[src/rtl/scancode_set1_to_text_macros.svh]
// Assertion macros for the scancode set 1 to text translator.
// Depends on nothing; included by the top level only, which provides i_clk and i_rst_n.
`ifndef SCANCODE_SET1_TO_TEXT_MACROS_SVH
`define SCANCODE_SET1_TO_TEXT_MACROS_SVH

// Same-cycle implication on i_clk, disabled while i_rst_n is asserted.
`define SC1T_ASSERT_IMPL(label, ante, cons, msg) \
    label: assert property (@(posedge i_clk) disable iff (!i_rst_n) (ante) |-> (cons)) \
        else $error(msg);

// Next-cycle implication on i_clk, disabled while i_rst_n is asserted.
`define SC1T_ASSERT_NEXT(label, ante, cons, msg) \
    label: assert property (@(posedge i_clk) disable iff (!i_rst_n) (ante) |=> (cons)) \
        else $error(msg);

`endif

[src/rtl/sc1txt_pkg.sv]
// Package for the scancode set 1 to text translator: key codes, register
// indexes, widths, the result word type and the two ABNT2 key tables.
`timescale 1ns / 1ps

package sc1txt_pkg;

    // Fixed field widths.
    localparam int STEP_W     = 7;
    localparam int COLOR_W    = 24;
    localparam int DRAW_W     = 16;
    localparam int CHAR_W     = 8;
    localparam int CFG_IDX_W  = 2;
    localparam int COORD_BITS_DEF = 16;

    // Reset values of the configuration registers.
    localparam logic [STEP_W-1:0]  CHAR_WIDTH_RST  = 7'd8;
    localparam logic [STEP_W-1:0]  LINE_HEIGHT_RST = 7'd16;
    localparam logic [COLOR_W-1:0] TEXT_COLOR_RST  = 24'hFFFFFF;

    // Configuration register indexes.
    localparam logic [CFG_IDX_W-1:0] CFG_CHAR_WIDTH  = 2'd0;
    localparam logic [CFG_IDX_W-1:0] CFG_LINE_HEIGHT = 2'd1;
    localparam logic [CFG_IDX_W-1:0] CFG_TEXT_COLOR  = 2'd2;

    // Scancode set 1 codes.
    localparam logic [7:0] KEY_PREFIX = 8'hE0;
    localparam logic [6:0] KEY_LSHIFT = 7'h2A;
    localparam logic [6:0] KEY_RSHIFT = 7'h36;
    localparam logic [7:0] KEY_CAPS   = 8'h3A;
    localparam logic [7:0] KEY_NUM    = 8'h45;
    localparam logic [7:0] KEY_UP     = 8'h48;
    localparam logic [7:0] KEY_DOWN   = 8'h50;
    localparam logic [7:0] KEY_LEFT   = 8'h4B;
    localparam logic [7:0] KEY_RIGHT  = 8'h4D;
    localparam logic [CHAR_W-1:0] CASE_OFFSET = 8'd32;

    // One draw command as it sits in the output register or the skid slot.
    typedef struct packed {
        logic signed [DRAW_W-1:0] draw_x;
        logic signed [DRAW_W-1:0] draw_y;
        logic [CHAR_W-1:0]        glyph;
        logic [COLOR_W-1:0]       color;
        logic                     num_lock_on;
    } t_draw_word;

    // Unshifted ABNT2 table.
    function automatic logic [CHAR_W-1:0] plain_char(input logic [6:0] code);
        logic [CHAR_W-1:0] c;
        c = 8'h00;
        case (code)
            7'd1:  c = 8'd27;
            7'd2:  c = "1";
            7'd3:  c = "2";
            7'd4:  c = "3";
            7'd5:  c = "4";
            7'd6:  c = "5";
            7'd7:  c = "6";
            7'd8:  c = "7";
            7'd9:  c = "8";
            7'd10: c = "9";
            7'd11: c = "0";
            7'd12: c = "-";
            7'd13: c = "=";
            7'd14: c = 8'd8;
            7'd15: c = 8'd9;
            7'd16: c = "q";
            7'd17: c = "w";
            7'd18: c = "e";
            7'd19: c = "r";
            7'd20: c = "t";
            7'd21: c = "y";
            7'd22: c = "u";
            7'd23: c = "i";
            7'd24: c = "o";
            7'd25: c = "p";
            7'd26: c = 8'h27;
            7'd27: c = "[";
            7'd28: c = 8'h0A;
            7'd30: c = "a";
            7'd31: c = "s";
            7'd32: c = "d";
            7'd33: c = "f";
            7'd34: c = "g";
            7'd35: c = "h";
            7'd36: c = "j";
            7'd37: c = "k";
            7'd38: c = "l";
            7'd39: c = 8'hE7;
            7'd40: c = "~";
            7'd41: c = "]";
            7'd43: c = 8'h5C;
            7'd44: c = "z";
            7'd45: c = "x";
            7'd46: c = "c";
            7'd47: c = "v";
            7'd48: c = "b";
            7'd49: c = "n";
            7'd50: c = "m";
            7'd51: c = ",";
            7'd52: c = ".";
            7'd53: c = ";";
            7'd55: c = "*";
            7'd57: c = " ";
            7'd71: c = "/";
            default: c = 8'h00;
        endcase
        return c;
    endfunction

    // Shifted ABNT2 table.
    function automatic logic [CHAR_W-1:0] shift_char(input logic [6:0] code);
        logic [CHAR_W-1:0] c;
        c = 8'h00;
        case (code)
            7'd1:  c = 8'd27;
            7'd2:  c = "!";
            7'd3:  c = "@";
            7'd4:  c = "#";
            7'd5:  c = "$";
            7'd6:  c = "%";
            7'd7:  c = "^";
            7'd8:  c = "&";
            7'd9:  c = "*";
            7'd10: c = "(";
            7'd11: c = ")";
            7'd12: c = "_";
            7'd13: c = "+";
            7'd14: c = 8'd8;
            7'd15: c = 8'd9;
            7'd16: c = "Q";
            7'd17: c = "W";
            7'd18: c = "E";
            7'd19: c = "R";
            7'd20: c = "T";
            7'd21: c = "Y";
            7'd22: c = "U";
            7'd23: c = "I";
            7'd24: c = "O";
            7'd25: c = "P";
            7'd26: c = 8'h22;
            7'd27: c = "{";
            7'd28: c = 8'h0A;
            7'd30: c = "A";
            7'd31: c = "S";
            7'd32: c = "D";
            7'd33: c = "F";
            7'd34: c = "G";
            7'd35: c = "H";
            7'd36: c = "J";
            7'd37: c = "k";
            7'd38: c = "L";
            7'd39: c = 8'hC7;
            7'd40: c = "^";
            7'd41: c = "}";
            7'd43: c = "|";
            7'd44: c = "Z";
            7'd45: c = "X";
            7'd46: c = "C";
            7'd47: c = "V";
            7'd48: c = "B";
            7'd49: c = "N";
            7'd50: c = "M";
            7'd51: c = "<";
            7'd52: c = ">";
            7'd53: c = ":";
            7'd55: c = "*";
            7'd57: c = " ";
            7'd71: c = "?";
            default: c = 8'h00;
        endcase
        return c;
    endfunction

endpackage

[src/rtl/sc1txt_keymap.sv]
// Key translation: make code plus shift and caps state to a Latin-1 byte.
// Depends on sc1txt_pkg for the two key tables.
`timescale 1ns / 1ps

module sc1txt_keymap
    import sc1txt_pkg::*;
(
    input  logic [6:0]        i_code,
    input  logic              i_shift,
    input  logic              i_caps,
    output logic [CHAR_W-1:0] o_char
);

    logic [CHAR_W-1:0] w_plain;
    logic              w_letter;

    assign w_plain  = plain_char(i_code);
    assign w_letter = (w_plain >= "a") && (w_plain <= "z");

    // Letters follow caps XOR shift; other keys take the shift table only under shift.
    always_comb begin
        if (w_letter) begin
            o_char = (i_caps ^ i_shift) ? (w_plain - CASE_OFFSET) : w_plain;
        end else if (i_shift) begin
            o_char = shift_char(i_code);
        end else begin
            o_char = w_plain;
        end
    end

endmodule

[src/rtl/sc1txt_sat_step.sv]
// Saturating cursor step: moves a signed coordinate by an unsigned step.
// Depends on sc1txt_pkg for the step width.
`timescale 1ns / 1ps

module sc1txt_sat_step
    import sc1txt_pkg::*;
#(
    parameter int COORD_BITS = COORD_BITS_DEF
) (
    input  logic signed [COORD_BITS-1:0] i_pos,
    input  logic        [STEP_W-1:0]     i_step,
    input  logic                         i_neg,
    output logic signed [COORD_BITS-1:0] o_pos
);

    localparam logic signed [COORD_BITS-1:0] COORD_MAX = {1'b0, {(COORD_BITS-1){1'b1}}};
    localparam logic signed [COORD_BITS-1:0] COORD_MIN = ~COORD_MAX;

    logic signed [COORD_BITS:0] w_pos;
    logic signed [COORD_BITS:0] w_delta;
    logic signed [COORD_BITS:0] w_sum;

    // One guard bit holds the exact sum; its top two bits show overflow.
    assign w_pos   = (COORD_BITS+1)'(i_pos);
    assign w_delta = signed'((COORD_BITS+1)'(i_step));
    assign w_sum   = i_neg ? (w_pos - w_delta) : (w_pos + w_delta);

    always_comb begin
        if (w_sum[COORD_BITS] != w_sum[COORD_BITS-1]) begin
            o_pos = w_sum[COORD_BITS] ? COORD_MIN : COORD_MAX;
        end else begin
            o_pos = w_sum[COORD_BITS-1:0];
        end
    end

endmodule

[src/rtl/scancode_set1_to_text.sv]
// Top level of the scancode set 1 to text translator: key state, cursor,
// configuration and output buffering. Uses sc1txt_pkg, sc1txt_keymap,
// sc1txt_sat_step and the assertion macros header.
//
//   channel  direction  handshake                  payload
//   in       upstream   i_in_valid / o_in_stall    i_scan_byte
//   out      downstream o_out_valid / i_out_stall  o_draw_x o_draw_y o_glyph o_color
//                                                  o_num_lock_on
//   cfg      upstream   i_cfg_we                   i_cfg_index i_cfg_data
//
// One byte is accepted per cycle while o_in_stall is low; its draw word goes
// to the output register, or to the one-word skid slot behind it while the
// output stalls, which keeps input flowing. Table lookup and the cursor adder
// are combinational. Reset is synchronous; no clearing pass is needed.
// o_in_stall rises only while the skid slot is occupied.
`timescale 1ns / 1ps

module scancode_set1_to_text
    import sc1txt_pkg::*;
#(
    parameter int COORD_BITS = COORD_BITS_DEF
) (
    input  logic                     i_clk,
    input  logic                     i_rst_n,
    input  logic                     i_in_valid,
    output logic                     o_in_stall,
    input  logic [7:0]               i_scan_byte,
    output logic                     o_out_valid,
    input  logic                     i_out_stall,
    output logic signed [DRAW_W-1:0] o_draw_x,
    output logic signed [DRAW_W-1:0] o_draw_y,
    output logic [CHAR_W-1:0]        o_glyph,
    output logic [COLOR_W-1:0]       o_color,
    output logic                     o_num_lock_on,
    input  logic                     i_cfg_we,
    input  logic [CFG_IDX_W-1:0]     i_cfg_index,
    input  logic [COLOR_W-1:0]       i_cfg_data
);

`include "scancode_set1_to_text_macros.svh"

    // Configuration registers.
    logic [STEP_W-1:0]  r_char_width;
    logic [STEP_W-1:0]  r_line_height;
    logic [COLOR_W-1:0] r_text_color;

    // Key and cursor state.
    logic r_ext, n_ext;
    logic r_shift, n_shift;
    logic r_caps, n_caps;
    logic r_num, n_num;
    logic signed [COORD_BITS-1:0] r_col, n_col;
    logic signed [COORD_BITS-1:0] r_row, n_row;

    // Output register and skid slot.
    logic       r_out_valid;
    t_draw_word r_out;
    logic       r_skid_valid;
    t_draw_word r_skid;

    logic              w_in_fire;
    logic              w_out_fire;
    logic [CHAR_W-1:0] w_char;
    logic              w_res_valid;
    t_draw_word        w_res;
    logic signed [COORD_BITS-1:0] w_col_step;
    logic signed [COORD_BITS-1:0] w_row_step;
    logic signed [31:0] w_col_ext;
    logic signed [31:0] w_row_ext;
    logic              w_col_neg;
    logic              w_row_neg;
    logic              w_prefix_in;
    logic              w_after_prefix;

    assign w_in_fire  = i_in_valid && !o_in_stall;
    assign w_out_fire = r_out_valid && !i_out_stall;
    assign o_in_stall = r_skid_valid;

    // Configuration writes; an index past the list is ignored.
    always_ff @(posedge i_clk) begin
        if (!i_rst_n) begin
            r_char_width  <= CHAR_WIDTH_RST;
            r_line_height <= LINE_HEIGHT_RST;
            r_text_color  <= TEXT_COLOR_RST;
        end else if (i_cfg_we) begin
            unique case (i_cfg_index)
                CFG_CHAR_WIDTH:  r_char_width  <= i_cfg_data[STEP_W-1:0];
                CFG_LINE_HEIGHT: r_line_height <= i_cfg_data[STEP_W-1:0];
                CFG_TEXT_COLOR:  r_text_color  <= i_cfg_data;
                default: ;
            endcase
        end
    end

    sc1txt_keymap u_keymap (
        .i_code  (i_scan_byte[6:0]),
        .i_shift (r_shift),
        .i_caps  (r_caps),
        .o_char  (w_char)
    );

    // Column moves by left/right arrows and by character advance; row by up/down.
    assign w_col_neg = (i_scan_byte == KEY_LEFT);
    assign w_row_neg = (i_scan_byte == KEY_UP);

    sc1txt_sat_step #(.COORD_BITS(COORD_BITS)) u_col_step (
        .i_pos  (r_col),
        .i_step (r_char_width),
        .i_neg  (w_col_neg),
        .o_pos  (w_col_step)
    );

    sc1txt_sat_step #(.COORD_BITS(COORD_BITS)) u_row_step (
        .i_pos  (r_row),
        .i_step (r_line_height),
        .i_neg  (w_row_neg),
        .o_pos  (w_row_step)
    );

    // The drawn position is the low bits of the sign-extended cursor.
    assign w_col_ext = 32'(r_col);
    assign w_row_ext = 32'(r_row);

    always_comb begin
        w_res.draw_x      = w_col_ext[DRAW_W-1:0];
        w_res.draw_y      = w_row_ext[DRAW_W-1:0];
        w_res.glyph       = w_char;
        w_res.color       = r_text_color;
        w_res.num_lock_on = r_num;
    end

    // Byte decode: prefix, arrow after prefix, break, lock and shift keys, text.
    always_comb begin
        n_ext       = r_ext;
        n_shift     = r_shift;
        n_caps      = r_caps;
        n_num       = r_num;
        n_col       = r_col;
        n_row       = r_row;
        w_res_valid = 1'b0;
        if (w_in_fire) begin
            priority if (i_scan_byte == KEY_PREFIX) begin
                n_ext = 1'b1;
            end else if (r_ext) begin
                n_ext = 1'b0;
                if (i_scan_byte == KEY_UP || i_scan_byte == KEY_DOWN) begin
                    n_row = w_row_step;
                end else if (i_scan_byte == KEY_LEFT || i_scan_byte == KEY_RIGHT) begin
                    n_col = w_col_step;
                end
            end else if (i_scan_byte[7]) begin
                if (i_scan_byte[6:0] == KEY_LSHIFT || i_scan_byte[6:0] == KEY_RSHIFT) begin
                    n_shift = 1'b0;
                end
            end else if (i_scan_byte == KEY_CAPS) begin
                n_caps = !r_caps;
            end else if (i_scan_byte == KEY_NUM) begin
                n_num = !r_num;
            end else if (i_scan_byte[6:0] == KEY_LSHIFT ||
                         i_scan_byte[6:0] == KEY_RSHIFT) begin
                n_shift = 1'b1;
            end else begin
                // Text key; an unmapped key gives no word.
                w_res_valid = (w_char != '0);
                if (w_res_valid) begin
                    n_col = w_col_step;
                end
            end
        end
    end

    always_ff @(posedge i_clk) begin
        if (!i_rst_n) begin
            r_ext   <= 1'b0;
            r_shift <= 1'b0;
            r_caps  <= 1'b0;
            r_num   <= 1'b0;
            r_col   <= '0;
            r_row   <= '0;
        end else begin
            r_ext   <= n_ext;
            r_shift <= n_shift;
            r_caps  <= n_caps;
            r_num   <= n_num;
            r_col   <= n_col;
            r_row   <= n_row;
        end
    end

    // Output register with skid slot: the slot fills only while the output stalls.
    always_ff @(posedge i_clk) begin
        if (!i_rst_n) begin
            r_out_valid  <= 1'b0;
            r_skid_valid <= 1'b0;
        end else if (!r_out_valid || w_out_fire) begin
            if (r_skid_valid) begin
                r_out_valid  <= 1'b1;
                r_skid_valid <= 1'b0;
            end else begin
                r_out_valid <= w_res_valid;
            end
        end else if (w_res_valid) begin
            r_skid_valid <= 1'b1;
        end
    end

    always_ff @(posedge i_clk) begin
        if (!r_out_valid || w_out_fire) begin
            r_out <= r_skid_valid ? r_skid : w_res;
        end else if (w_res_valid) begin
            r_skid <= w_res;
        end
    end

    assign o_out_valid   = r_out_valid;
    assign o_draw_x      = r_out.draw_x;
    assign o_draw_y      = r_out.draw_y;
    assign o_glyph       = r_out.glyph;
    assign o_color       = r_out.color;
    assign o_num_lock_on = r_out.num_lock_on;

    // Checks on the buffering and prefix handling.
    assign w_prefix_in    = w_in_fire && (i_scan_byte == KEY_PREFIX);
    assign w_after_prefix = w_in_fire && r_ext && (i_scan_byte != KEY_PREFIX);

    `SC1T_ASSERT_IMPL(a_skid_needs_out, r_skid_valid, r_out_valid, "skid full, output empty")
    `SC1T_ASSERT_NEXT(a_skid_holds, r_skid_valid && i_out_stall, r_skid_valid, "skid word lost")
    `SC1T_ASSERT_NEXT(a_prefix_sets, w_prefix_in, r_ext, "prefix byte did not set the flag")
    `SC1T_ASSERT_NEXT(a_prefix_clears, w_after_prefix, !r_ext, "prefix flag not cleared")

endmodule

[config.mk]
export PLATFORM = sky130hd
export DESIGN_NAME = scancode_set1_to_text
export DESIGN_NICKNAME = d
export VERILOG_FILES = /design/src/rtl/sc1txt_pkg.sv /design/src/rtl/sc1txt_keymap.sv /design/src/rtl/sc1txt_sat_step.sv /design/src/rtl/scancode_set1_to_text.sv
export VERILOG_INCLUDE_DIRS = /design/src /design/src/rtl
export SDC_FILE = /design/constraint.sdc
export NUM_CORES = 1
export LEC_CHECK = 0
export BUFFER_PORTS_ARGS = -buffer_cell sky130_fd_sc_hd__buf_2
export CORE_MARGIN = 5
export CORE_UTILIZATION = 46
export DETAILED_ROUTE_END_ITERATION = 16
export PLACE_DENSITY = 0.73
export SETUP_SLACK_MARGIN = 0.02
export SKIP_LAST_GASP = 1
export SYNTH_ARGS = -nofsm -noshare
export SYNTH_HDL_FRONTEND = slang
export SYNTH_SLANG_ARGS = --single-unit
export TNS_END_PERCENT = 1
[constraint.sdc]
create_clock -name i_clk -period 5.6 [get_ports i_clk]
set_input_delay 0.28 -clock i_clk [delete_from_list [all_inputs] [get_ports i_clk]]
set_output_delay 0.28 -clock i_clk [all_outputs]
set_load 0.05 [all_outputs]
==> summary.md <==
| Metric | Value |
|---|---|
| Status | `completed` |
| Sequential share of the synthesized area | `between 40% and 50%` |
| Syn nets | `1234` |
| Main flop type after synthesis | `edfxtp_1` |
| Core area | `around 0.025 mm^2` |
| Post-synth EDFFs | `130` |
| Min-delay src | `i_cfg_data[16]` |
| WHS | `about 0.0067 ns` |
| Die height | `~170 um` |
| Final core utilization | `53.4%` |
| Synthesized instance count | `between 1000 and 1500` |
| Avg WL per Cell | `approximately 18 um` |
| Number of remaining DRC errors | `0` |
| Share of the synthesized area in the top cell type | `~33%` |
| Slew Viols, Final | `0` |
| Synth top area cells | `edfxtp_1 (33%), dfxtp_1 (13%), mux2_2 (6.4%)` |
| Skew final | `around 0.0093 ns` |
| Routed Antenna Nets | `0` |
| Detailed Place HPWL | `roughly 20000 um` |
| Pwr/cell area | `280 mW/mm^2` |
| TritonCTS clock tree | `yes` |
| Final min period | `around 4.6 ns` |
| Critical path startpoint category | `input port` |
| Hold Path Class | `input port to flop` |
| Asr flop ratio synth | `0%` |
| CP arrival | `around 5.0 ns` |
| Rel. slew slack | `between 20% and 30%` |
| Worst vdd ir | `approximately 0.19 mV` |
| Io pins | `between 100 and 150` |
| Routed wire length | `28200 um` |
| H-tree Lvls | `1` |
| Layout Nets | `1333` |
| Clk pin slew, worst setup/hold paths | `0.06 ns` |
| R2r setup slk | `approximately 1.4 ns` |
| Worst Hold End | `r_text_color[16]$_SDFFE_PN1P_` |
| Library cells used by synthesis | `83` |
| Maximum clock rate | `between 0.2 and 0.25 GHz` |
| DR iter-0 viols | `804` |
| Initial Utilization | `around 47%` |
| Routability cong. | `0.913` |
| CP max FO | `14` |
| Sink Count | `206` |
| Largest net degree at the start of global routing | `71` |
| Slew @ Worst Pin | `about 1.1 ns` |
| Setup crit end kind | `flop` |
| Post-cts sizing count | `0` |
| Synth warn | `0` |
| Width of the chip | `169 um` |
| FF-to-FF Start | `r_char_width[0]$_SDFFE_PN0P_` |
| RSZ-0062 raised after global routing | `no` |
| Area leader, netlist | `edfxtp_1` |
| Area of the mapped netlist | `roughly 0.012 mm^2` |
| Hold depth | `3` |
| Final setup fails | `0` |
| Final Cycle Share | `between 80% and 90%` |
| Leak Pwr | `~5.4 nW` |
| Tot Pwr | `between 3 and 4 mW` |
| Row cnt | `58` |
| Fin. Hold Viols | `0` |
| Via density per instance | `5.76` |
| Number of global-route vias before repair | `8798` |
| GRT Overall Usage | `19.1%` |
| Inserted Clock Buffers | `21` |
| Antenna violations before repair | `1` |
| Port buffer count | `105` |
| Grt ovf | `0` |
| Layout cells sized above 1 | `21.2%` |
| Syn_area_per_cell | `a little over 10 um^2` |
| Required @ worst endpoint | `6.04 ns` |
| Max-Cap Viols | `0` |
| Clock Path Buffers | `3` |
| FF-to-FF path depth | `16` |
| Clk_lat worst skew | `around 0.50 ns` |
| CTS root buf | `clkbuf_16` |
| Pre-antenna DRT Iters | `5` |
| Register bit total from synthesis | `between 200 and 250` |
| First-pass GRT wire length | `45800 um` |
| R2r endpoint | `r_col[6]$_SDFFE_PN0P_` |
| Via Count | `slightly above 9000` |
| Area delta synth->final | `14.6%` |
| Critical path type | `input port to flop` |
| Die ar. | `around 0.029 mm^2` |
critical path, cell delays in order:
cell       delay [ns]
buf_2            0.27
ha_1             0.25
inv_1            0.13
nor2_1           0.26
nand3_1          0.32
a21oi_1          0.36
ha_1             0.28
nor2b_1          0.15
o31ai_1          0.39
a211oi_1         0.19
o21ai_0          0.31
a21oi_1          0.16
o31ai_2          0.28
buf_4            0.22
xor2_1           0.08
buf_4            0.20
a2111oi_0        0.50
o21ai_0          0.20
mux2i_1          0.16
cell type report:
| class | instances | area, um^2 |
|---|---|---|
| clock buffers | 26 | 574 |
| clock inverters | 11 | 116 |
| diodes | 1 | 2.50 |
| fillers | 2194 | 11700 |
| well taps | 330 | 413 |
| multi-input cells | 847 | 5910 |
| inverters | 30 | 119 |
| flip-flops and latches | 206 | 5430 |
| repair buffers | 141 | 833 |
cell usage after synthesis, drive strengths merged, types with 29 or more instances:
cell type	count
ha	45
edfxtp	130
o21ai	81
clkbuf	44
mux2i	35
nor2	78
nand3	50
mux2	66
inv	29
nand2	105
dfxtp	76
a21oi	75
flip-flops by register name, summed over array words and instances, names as in the netlist, 7 cells and up:
name           flops
r_skid            65
o_color           24
r_text_color      24
o_draw_x          16
o_draw_y          16
r_col             16
r_row             16
o_glyph            8
r_char_width       7
r_line_height      7
what timing repair did:
item	4_1_cts	5_1_grt
hold buffers	15	0
setup endpoints to repair	0	0
hold endpoints to repair	15	0
buffers inserted	0	0
cell families (layout without fill, tap and decap cells):
logic type / count (synthesis) / in the layout / share of synthesized area, %
buf+inv: 95 / 208 / 3.54
other cells: 0 / 1 / 0
simple gates: 362 / 362 / 15.2
fa+ha+maj: 48 / 48 / 5.24
mux: 106 / 106 / 10.3
flops: 206 / 206 / 46.4
compound gates: 297 / 297 / 16.8
xor+xnor: 34 / 34 / 2.55
routing by layer:
| layer | global-route usage, % | share of wire (%) | vias to the layer above |
|---|---|---|---|
| li1 | - | - | 4496 |
| met4 | 5.53 | 2.3 | 0 |
| met5 | 0 | 0 | - |
| met3 | 2.80 | 4.6 | 45 |
| met1 | 25.5 | 45 | 4399 |
| met2 | 32.5 | 48 | 236 |
worst max-delay path by stage:
stage                             end  slack, ns  cells after the start            from
2_1_floorplan     r_skid[0]$_DFFE_PP_      -0.33                     13  i_scan_byte[0]
3_3_place_gp   r_col[11]$_SDFFE_PN0P_       0.69                     19  i_scan_byte[1]
3_5_place_dp   r_col[11]$_SDFFE_PN0P_       0.62                     19  i_scan_byte[1]
4_1_cts        r_col[11]$_SDFFE_PN0P_       1.11                     19  i_scan_byte[1]
5_1_grt        r_col[11]$_SDFFE_PN0P_       0.53                     19  i_scan_byte[1]
6_report       r_col[11]$_SDFFE_PN0P_       1.02                     19  i_scan_byte[1]
stage by stage:
step	setup TNS, ns	instances	area (um^2)	setup WS [ns]
2_1_floorplan	-21.49	1148	11800	-0.331
3_3_place_gp	0	1539	12600	0.695
3_5_place_dp	0	1539	12600	0.618
4_1_cts	0	1591	13400	1.11
5_1_grt	0	1592	13400	0.528
6_report	0	1592	13400	1.02
layout by cell type, fill, tap and decap left out, types with 15 or more instances in the layout:
cell type      instances
and2_1                17
a21oi_1               75
inv_1                 24
clkbuf_16             21
nor3_1                27
a31oi_1               15
ha_1                  43
nor2b_1               15
dfxtp_1               75
xor2_1                20
buf_2                105
nand2_1              104
mux2i_1               35
edfxtp_1             130
buf_4                 21
dlygate4sd3_1         15
mux2_2                66
nand3_1               50
o31ai_1               19
nor2_1                77
o21ai_0               77
where the power goes:
group	switching [mW]	internal, mW	total [mW]
clock network	0.573	0.823	1.40
registers	0.0331	1.68	1.71
logic	0.423	0.220	0.643
(Power assumes the default switching activity.)
